File: config.mk
export PLATFORM = sky130hd
export DESIGN_NAME = weighted_mean_square_block_accumulator
export DESIGN_NICKNAME = d
export VERILOG_FILES = /design/src/hw/rtl/wmsba_pkg.sv /design/src/hw/rtl/weighted_mean_square_block_accumulator.sv
export SDC_FILE = /design/constraint.sdc
export NUM_CORES = 2
export LEC_CHECK = 0
export BUFFER_PORTS_ARGS = -buffer_cell sky130_fd_sc_hd__buf_2
export CORE_MARGIN = 2
export CORE_UTILIZATION = 30
export DETAILED_ROUTE_END_ITERATION = 16
export GPL_TIMING_DRIVEN = 0
export PLACE_DENSITY = 0.43
export SLEW_MARGIN = 15
export SYNTH_ARGS = -nofsm -noshare
export SYNTH_HDL_FRONTEND = slang
export SYNTH_SLANG_ARGS = --single-unit
File: constraint.sdc
create_clock -name i_clk -period 31.6 [get_ports i_clk]
set_clock_uncertainty 0.05 [all_clocks]
set_input_delay 6.32 -clock i_clk [delete_from_list [all_inputs] [get_ports i_clk]]
set_output_delay 6.32 -clock i_clk [all_outputs]
set_load 0.05 [all_outputs]
File: src/hw/rtl/wmsba_pkg.sv
// ============================================================================
// wmsba_pkg: shared types and constants for the weighted mean-square block
// accumulator (sub-block loudness power).
// ============================================================================
package wmsba_pkg;

    // result field and its byte-padded stream width
    localparam int OUT_W       = 53;
    localparam int OUT_TDATA_W = 56;

    // register widths
    localparam int LEN_W    = 16;
    localparam int WEIGHT_W = 16;

    // width of one operand of the shared multiplier
    localparam int MUL_W = 32;

    // weights are Q4.12
    localparam int FRAC_BITS = 12;

    // register indexes
    localparam int REG_LEN     = 0;
    localparam int REG_WEIGHT0 = 1;

    localparam logic [LEN_W-1:0] LEN_RESET = 16'd4800;
    localparam logic [OUT_W-1:0] OUT_MAX   = {OUT_W{1'b1}};

    // reset weights for up to eight channels
    localparam logic [WEIGHT_W-1:0] WEIGHT_RESET [8] = '{
        16'd4096, 16'd4096, 16'd4096, 16'd0,
        16'd5775, 16'd5775, 16'd4096, 16'd4096
    };

    // sequencer states
    typedef enum logic [5:0] {
        ST_IDLE  = 6'b000001,
        ST_ACC   = 6'b000010,
        ST_WEIGH = 6'b000100,
        ST_LOAD  = 6'b001000,
        ST_DIV   = 6'b010000,
        ST_OUT   = 6'b100000
    } t_state;

endpackage

File: src/hw/rtl/weighted_mean_square_block_accumulator.sv
// ============================================================================
// weighted_mean_square_block_accumulator
// Sums squared samples per channel over a sub-block of frames, then emits
// floor(sum_c weight_c * squares_c / (4096 * length)), saturated to 53 bits.
// ============================================================================
//
// channel   direction  handshake                      payload
// s_axis    in         s_axis_tvalid / s_axis_tready  one frame, a sample per channel
// m_axis    out        m_axis_tvalid / m_axis_tready  block_power
// cfg       in         i_cfg_we                       i_cfg_idx, i_cfg_data
//
// A frame that does not close a sub-block is squared channel by channel (one
// squaring pass of the shared 32x32 multiplier per channel).
// A closing frame then multiply-accumulates two 32-bit limbs per channel,
// loads the divider and runs the bit-serial divider for DIV_W quotient bits
// (69 for six 24-bit channels), then loads the output register.
// Reset is synchronous, active low; it clears sums, count and weights to
// their defaults. The output register holds a word until it is taken; a
// closing frame waits in the last step only if that word is still pending.
module weighted_mean_square_block_accumulator #(
    parameter int CHANNELS    = 6,
    parameter int SAMPLE_BITS = 24,
    localparam int IN_TDATA_W = ((CHANNELS * SAMPLE_BITS + 7) / 8) * 8,
    localparam int CFG_IDX_W  = $clog2(CHANNELS + 1)
) (
    input  logic                                 i_clk,
    input  logic                                 i_rst_n,
    // sample_ch0 .. sample_chN-1, SAMPLE_BITS each, zero padded to bytes
    input  logic                                 s_axis_tvalid,
    output logic                                 s_axis_tready,
    input  logic [IN_TDATA_W-1:0]                s_axis_tdata,
    // block_power [52:0], zero padded to 56 bits
    output logic                                 m_axis_tvalid,
    input  logic                                 m_axis_tready,
    output logic [wmsba_pkg::OUT_TDATA_W-1:0]    m_axis_tdata,
    // register write port
    input  logic                                 i_cfg_we,
    input  logic [CFG_IDX_W-1:0]                 i_cfg_idx,
    input  logic [wmsba_pkg::WEIGHT_W-1:0]       i_cfg_data
);
    import wmsba_pkg::*;

    localparam int FRAME_W = CHANNELS * SAMPLE_BITS;
    localparam int SUM_W   = 2 * SAMPLE_BITS + 14;
    localparam int ACC_W   = SUM_W + WEIGHT_W + 3;
    localparam int DIV_W   = ACC_W - FRAC_BITS;
    localparam int CMP_W   = (DIV_W > OUT_W) ? DIV_W : OUT_W;
    localparam int STEP_W  = $clog2(DIV_W);
    localparam int CH_W    = (CHANNELS > 1) ? $clog2(CHANNELS) : 1;

    t_state                  r_state, n_state;
    logic [STEP_W-1:0]       r_step;
    logic [LEN_W-1:0]        r_count;
    logic [LEN_W-1:0]        r_len;
    logic [WEIGHT_W-1:0]     r_weight [CHANNELS];
    logic [SUM_W-1:0]        r_sum [CHANNELS];
    logic                    r_out_valid;
    logic [OUT_W-1:0]        r_out_data;

    logic [FRAME_W-1:0]      r_frame;
    logic [ACC_W-1:0]        r_acc;
    logic [DIV_W-1:0]        r_quo;
    logic [LEN_W-1:0]        r_rem;

    logic [LEN_W-1:0]        len_eff;
    logic [CH_W-1:0]         acc_ch;
    logic [CH_W-1:0]         wgt_ch;
    logic [SAMPLE_BITS-1:0]  sample;
    logic [SAMPLE_BITS-1:0]  mag;
    logic [2*MUL_W-1:0]      sum_ext;
    logic [MUL_W-1:0]        mul_a, mul_b;
    logic [2*MUL_W-1:0]      prod;
    logic [ACC_W-1:0]        addend;
    logic [LEN_W:0]          trial;
    logic [LEN_W:0]          diff;
    logic                    q_bit;
    logic                    sat;
    logic                    step_last;
    logic                    out_free;

    // effective sub-block length: zero acts as one
    assign len_eff = (r_len == '0) ? LEN_W'(1) : r_len;

    assign acc_ch = r_step[CH_W-1:0];
    assign wgt_ch = r_step[CH_W:1];

    // magnitude of the current sample
    assign sample = r_frame[SAMPLE_BITS-1:0];
    assign mag    = sample[SAMPLE_BITS-1] ? (~sample + 1'b1) : sample;

    // shared multiplier: square in ACC, weight times limb in WEIGH
    assign sum_ext = (2*MUL_W)'(r_sum[wgt_ch]);
    always_comb begin
        if (r_state == ST_WEIGH) begin
            mul_a = MUL_W'(r_weight[wgt_ch]);
            mul_b = r_step[0] ? sum_ext[2*MUL_W-1:MUL_W] : sum_ext[MUL_W-1:0];
        end else begin
            mul_a = MUL_W'(mag);
            mul_b = MUL_W'(mag);
        end
    end
    assign prod   = mul_a * mul_b;
    assign addend = r_step[0] ? (ACC_W'(prod) << MUL_W) : ACC_W'(prod);

    // one restoring division step
    assign trial = {r_rem, r_quo[DIV_W-1]};
    assign diff  = trial - {1'b0, len_eff};
    assign q_bit = (trial >= {1'b0, len_eff});

    assign sat      = (CMP_W'(r_quo) > CMP_W'(OUT_MAX));
    assign out_free = !r_out_valid || m_axis_tready;

    // last step of the current phase
    always_comb begin
        case (r_state)
            ST_ACC:   step_last = (r_step == STEP_W'(CHANNELS - 1));
            ST_WEIGH: step_last = (r_step == STEP_W'(2 * CHANNELS - 1));
            ST_DIV:   step_last = (r_step == STEP_W'(DIV_W - 1));
            default:  step_last = 1'b0;
        endcase
    end

    // sequencer
    always_comb begin
        n_state = r_state;
        case (r_state)
            ST_IDLE:  if (s_axis_tvalid) n_state = ST_ACC;
            ST_ACC: begin
                if (step_last) n_state = (r_count >= len_eff) ? ST_WEIGH : ST_IDLE;
            end
            ST_WEIGH: if (step_last) n_state = ST_LOAD;
            ST_LOAD:  n_state = ST_DIV;
            ST_DIV:   if (step_last) n_state = ST_OUT;
            ST_OUT:   if (out_free) n_state = ST_IDLE;
            default:  n_state = ST_IDLE;
        endcase
    end

    assign s_axis_tready = (r_state == ST_IDLE);
    assign m_axis_tvalid = r_out_valid;
    assign m_axis_tdata  = OUT_TDATA_W'(r_out_data);

    // control and state registers
    always_ff @(posedge i_clk) begin
        if (!i_rst_n) begin
            r_state     <= ST_IDLE;
            r_step      <= '0;
            r_count     <= '0;
            r_len       <= LEN_RESET;
            r_out_valid <= 1'b0;
            for (int c = 0; c < CHANNELS; c++) begin
                r_weight[c] <= WEIGHT_RESET[c];
                r_sum[c]    <= '0;
            end
        end else begin
            r_state <= n_state;

            // advance the step counter, restart it on each phase change
            if (n_state != r_state) r_step <= '0;
            else                    r_step <= r_step + 1'b1;

            // register writes
            if (i_cfg_we) begin
                if (i_cfg_idx == CFG_IDX_W'(REG_LEN)) r_len <= i_cfg_data;
                for (int c = 0; c < CHANNELS; c++) begin
                    if (i_cfg_idx == CFG_IDX_W'(REG_WEIGHT0 + c)) r_weight[c] <= i_cfg_data;
                end
            end

            // count the accepted frame
            if (s_axis_tvalid && s_axis_tready) r_count <= r_count + 1'b1;

            // add one channel's square
            if (r_state == ST_ACC) r_sum[acc_ch] <= r_sum[acc_ch] + SUM_W'(prod);

            // drop the sums once they are weighed
            if (r_state == ST_LOAD) begin
                r_count <= '0;
                for (int c = 0; c < CHANNELS; c++) r_sum[c] <= '0;
            end

            // output register
            if (r_state == ST_OUT && out_free)      r_out_valid <= 1'b1;
            else if (r_out_valid && m_axis_tready) r_out_valid <= 1'b0;
        end
    end

    // datapath registers
    always_ff @(posedge i_clk) begin
        // hold the frame, shift one sample out per channel step
        if (s_axis_tvalid && s_axis_tready) r_frame <= s_axis_tdata[FRAME_W-1:0];
        else if (r_state == ST_ACC)         r_frame <= r_frame >> SAMPLE_BITS;

        if (r_state == ST_ACC)   r_acc <= '0;
        if (r_state == ST_WEIGH) r_acc <= r_acc + addend;

        // drop the Q4.12 fraction and start the division
        if (r_state == ST_LOAD) begin
            r_quo <= r_acc[ACC_W-1:FRAC_BITS];
            r_rem <= '0;
        end
        if (r_state == ST_DIV) begin
            r_quo <= {r_quo[DIV_W-2:0], q_bit};
            r_rem <= q_bit ? diff[LEN_W-1:0] : trial[LEN_W-1:0];
        end

        if (r_state == ST_OUT && out_free) r_out_data <= sat ? OUT_MAX : OUT_W'(r_quo);
    end

`ifndef SYNTHESIS
    // the remainder stays below the divisor throughout the division
    a_rem_below_len: assert property (@(posedge i_clk) disable iff (!i_rst_n)
        (r_state == ST_DIV) |-> (r_rem < len_eff))
        else $error("division remainder not below length");

    // closing a sub-block clears the frame count and the sums
    a_load_clears: assert property (@(posedge i_clk) disable iff (!i_rst_n)
        (r_state == ST_LOAD) |=> (r_count == '0 && r_sum[0] == '0))
        else $error("sub-block state not cleared");

    // a new result word appears only from the output step
    a_valid_source: assert property (@(posedge i_clk) disable iff (!i_rst_n)
        $rose(m_axis_tvalid) |-> ($past(r_state) == ST_OUT))
        else $error("result word raised outside output step");

    // the input side stays closed while a frame is in work
    a_busy_closed: assert property (@(posedge i_clk) disable iff (!i_rst_n)
        (r_state == ST_ACC || r_state == ST_WEIGH || r_state == ST_DIV) |-> !s_axis_tready)
        else $error("input open while busy");
`endif

endmodule
==> results by group <==
Outcome
  – Status: complete, but fails checks
  – Violated checks: max-capacitance violations

Worst hold path
  – Hold Startpoint: r_len[0]$_SDFFE_PN0P_
  – Hold Path Class: reg -> reg
  – Hold EP: r_len[0]$_SDFFE_PN0P_
  – Hold Path Cell Cnt: 2

Timing
  – Fmax: 53.12 MHz
  – Final Cycle Share: 59.57%
  – Post-layout min period: 18820 ps
  – Final hold violations: 0
  – # setup viols final: 0
  – TNS Setup: 0 ps
  – Worst rel slew slack: 1.685%
  – Final Max Tran Viols: 0
  – Worst-margin pin slew: 1463 ps
  – RSZ-0062 raised after global routing: no

Logic synthesis
  – Mux share of post-synthesis cell area: 7.589%
  – XOR/XNOR share of the synthesized area: 2.589%
  – Synth Area in Adders: 22.57%
  – Synthesis Warnings: 0
  – EDFF count, synth: 955
  – Largest family of logic cells by synthesized area: adder cells
  – Async set-reset flop share out of synthesis: 0%
  – Syn Area/Cell: 10.38 um2
  – Mapped Area: 79170 um2
  – Post-Synth Simple-Gate Area: 14.37%
  – Ys flop type: edfxtp_1
  – Synth Area in Compound Gates: 8.847%
  – Yosys cell types: 91
  – Mapped Cells: 7626
  – Synthesized flop and latch total: 1001
  – Sequential-to-total area share from yosys stat: 37.39%

Finish
  – Area Overhead vs Synth: 13.55%
  – Non-Filler Instances: 11710
  – Net count reported at finish: 9283
  – Share of cells above drive strength 1: 11.91%

Clock network
  – CTS Root Cell: clkbuf_16
  – Post-CTS Resized: 0
  – CTS Sinks: 1001
  – Clock Tree Buf Depth: 3
  – Setup bufs post-CTS: 0
  – CTS tree: built
  – Later-pin clock latency in the skew report: 850 ps
  – Clock transition at path regs: 60 ps
  – CTS Hold Buffers Added: 0
  – Cts bufs inserted: 120
  – H-tree depth: 3

Die
  – Die Ht: 517.7 um
  – Core area: 262500 um2
  – Initial core utilization: 30.16%
  – Die W: 517.7 um
  – Site Rows: 188
  – Die area: 268000 um2
  – # IOs: 226

Critical path
  – Crit. End Element: flip-flop
  – R2r setup slk: 12780 ps
  – Worst Setup Path Type: reg -> reg
  – Worst Reg-to-Reg Cells: 45
  – Reg-to-reg endpoint: r_acc[79]$_SDFFCE_PP0P_
  – Crit Path Max Fanout: 10
  – Worst R2R Start: r_step[2]$_SDFF_PP0_
  – Critical path required time: 32060 ps
  – Max incr delay on CP: 1010 ps
  – CP max-delay cell: buf_1
  – CP startpoint kind: flip-flop
  – CP dominant cell by count: fa_1
  – Crit path DAT: 19290 ps

Drt
  – Detailed Route WL: 333400 um
  – DRT Pass-1 Iters: 8
  – Final ANT Viol Nets: 0
  – Via Count: 61990
  – DR iter-0 viols: 6689
  – Detailed-route DRC error count: 0
  – Wire per inst: 28.47 um
  – Vias per std cell: 5.293

Flow run
  – Max-cap violations: 1

Placement
  – PortBufs: 222
  – DP HPWL: 260700 um
  – Placer congestion estimate: 0.9571
  – Dpl cells: 11480

GRT
  – Wire length of the first global-routing pass: 468600 um
  – Number of global-route vias before repair: 62430
  – Largest net degree at the start of global routing: 56
  – Initial antenna violation count: 38
  – Congestion Overflow GR: 0
  – Total GRT Usage: 24.44%
==> worst max-delay path by stage <==
stage,start,end,slack [ps]
after floorplan,r_frame[4]$_DFFE_PP_,r_acc[79]$_SDFFCE_PP0P_,19270
after global placement,r_step[2]$_SDFF_PP0_,r_acc[79]$_SDFFCE_PP0P_,12800
after detailed placement,r_step[2]$_SDFF_PP0_,r_acc[79]$_SDFFCE_PP0P_,12810
after CTS,r_step[2]$_SDFF_PP0_,r_acc[79]$_SDFFCE_PP0P_,12770
after global routing,r_step[2]$_SDFF_PP0_,r_acc[79]$_SDFFCE_PP0P_,12470
final,r_step[2]$_SDFF_PP0_,r_acc[79]$_SDFFCE_PP0P_,12780
==> layout by cell type, fill, tap and decap left out, drive strengths merged, types with 41 or more instances in the layout <==
master | Yosys | layout
nand2 | 1154 | 1154
edfxtp | 955 | 955
inv | 941 | 945
fa | 663 | 663
nor2 | 657 | 657
clkbuf | 330 | 497
ha | 367 | 367
buf | 94 | 350
a21oi | 294 | 294
and2 | 230 | 230
mux4 | 178 | 178
o21ai | 178 | 178
a21o | 150 | 150
mux2 | 126 | 126
o22ai | 119 | 119
xor2 | 118 | 118
xnor2 | 113 | 113
nor3 | 90 | 90
conb | 2 | 82
or2 | 66 | 66
nand4 | 60 | 60
mux2i | 58 | 58
nand3 | 58 | 58
or3 | 50 | 50
nor4 | 47 | 47
dfxtp | 46 | 46
o221ai | 45 | 45
clkinv | 1 | 42
nor2b | 41 | 41
==> layout make-up <==
type	count	area [um2]
Sequential cell	1001	29600
Clock buffer	166	3216
Multi-Input combinational cell	5339	44850
Inverter	942	3541
Clock inverter	56	614.3
Tap cell	3515	4398
Timing Repair Buffer	257	1882
Antenna cell	11	27.53
Fill cell	27080	172600
Buffer	424	1768
==> per-stage QoR <==
step / hold WS, ps / setup WS, ps / utilization, % / area (um2)
floorplan: 386.4 / 19270 / - / 79470
global placement: 404.4 / 12800 / 32.37 / 84980
detailed placement: 406.2 / 12810 / 32.76 / 86000
CTS: 416.8 / 12770 / 34.22 / 89830
global route: 431.6 / 12470 / 34.24 / 89880
finish: 413.9 / 12780 / 34.25 / 89900
==> worst max-delay path, delay by kind of cell (launching register included) <==
kind	cells	cell delay, ps
and+or+nand+nor	6	1410
AOI/OAI and AO/OA	15	6030
buffers and inverters	11	4520
xor gates and xnor gates	2	1020
muxes	2	740
adders and majority gates	9	4170
DFF	1	540
==> cells by family (layout without fill, tap and decap cells) <==
kind of cell / Yosys count / after routing
mux: 362 / 362
fa+ha+maj: 1030 / 1030
xor+xnor: 231 / 231
simple gates: 2553 / 2553
buf+inv: 1366 / 1845
other cells: 2 / 93
flops: 1001 / 1001
compound gates: 1081 / 1081
==> synth_stat cells, drive strengths merged, types with 90 or more instances <==
cell | instances | area [um2]
nand2 | 1154 | 4372
edfxtp | 955 | 28680
inv | 941 | 3532
fa | 663 | 13270
nor2 | 657 | 2476
ha | 367 | 4592
clkbuf | 330 | 1239
a21oi | 294 | 1483
and2 | 230 | 1439
mux4 | 178 | 4009
o21ai | 178 | 894.6
a21o | 150 | 1126
mux2 | 126 | 1419
o22ai | 119 | 744.5
xor2 | 118 | 1060
xnor2 | 113 | 989.7
buf | 94 | 479.2
nor3 | 90 | 455.4
==> registers in the layout, indices dropped and copies added (netlist names) <==
signal,flops
m_axis_tvalid,1
r_acc,81
r_count,16
r_frame,144
r_len,16
r_out_data,53
r_quo,69
r_rem,16
r_state,6
r_step,7
r_sum,496
r_weight,96
==> layer usage <==
metal  wire length (um)  GRT usage, %
met1             142800         33.70
met3              27800         4.497
met4              14670         9.396
met5                150             0
met2             148000         37.99
Power is left out: the tool's default activity adds up to more than one toggle a clock period on the data nets, which glitch-free logic cannot reach.
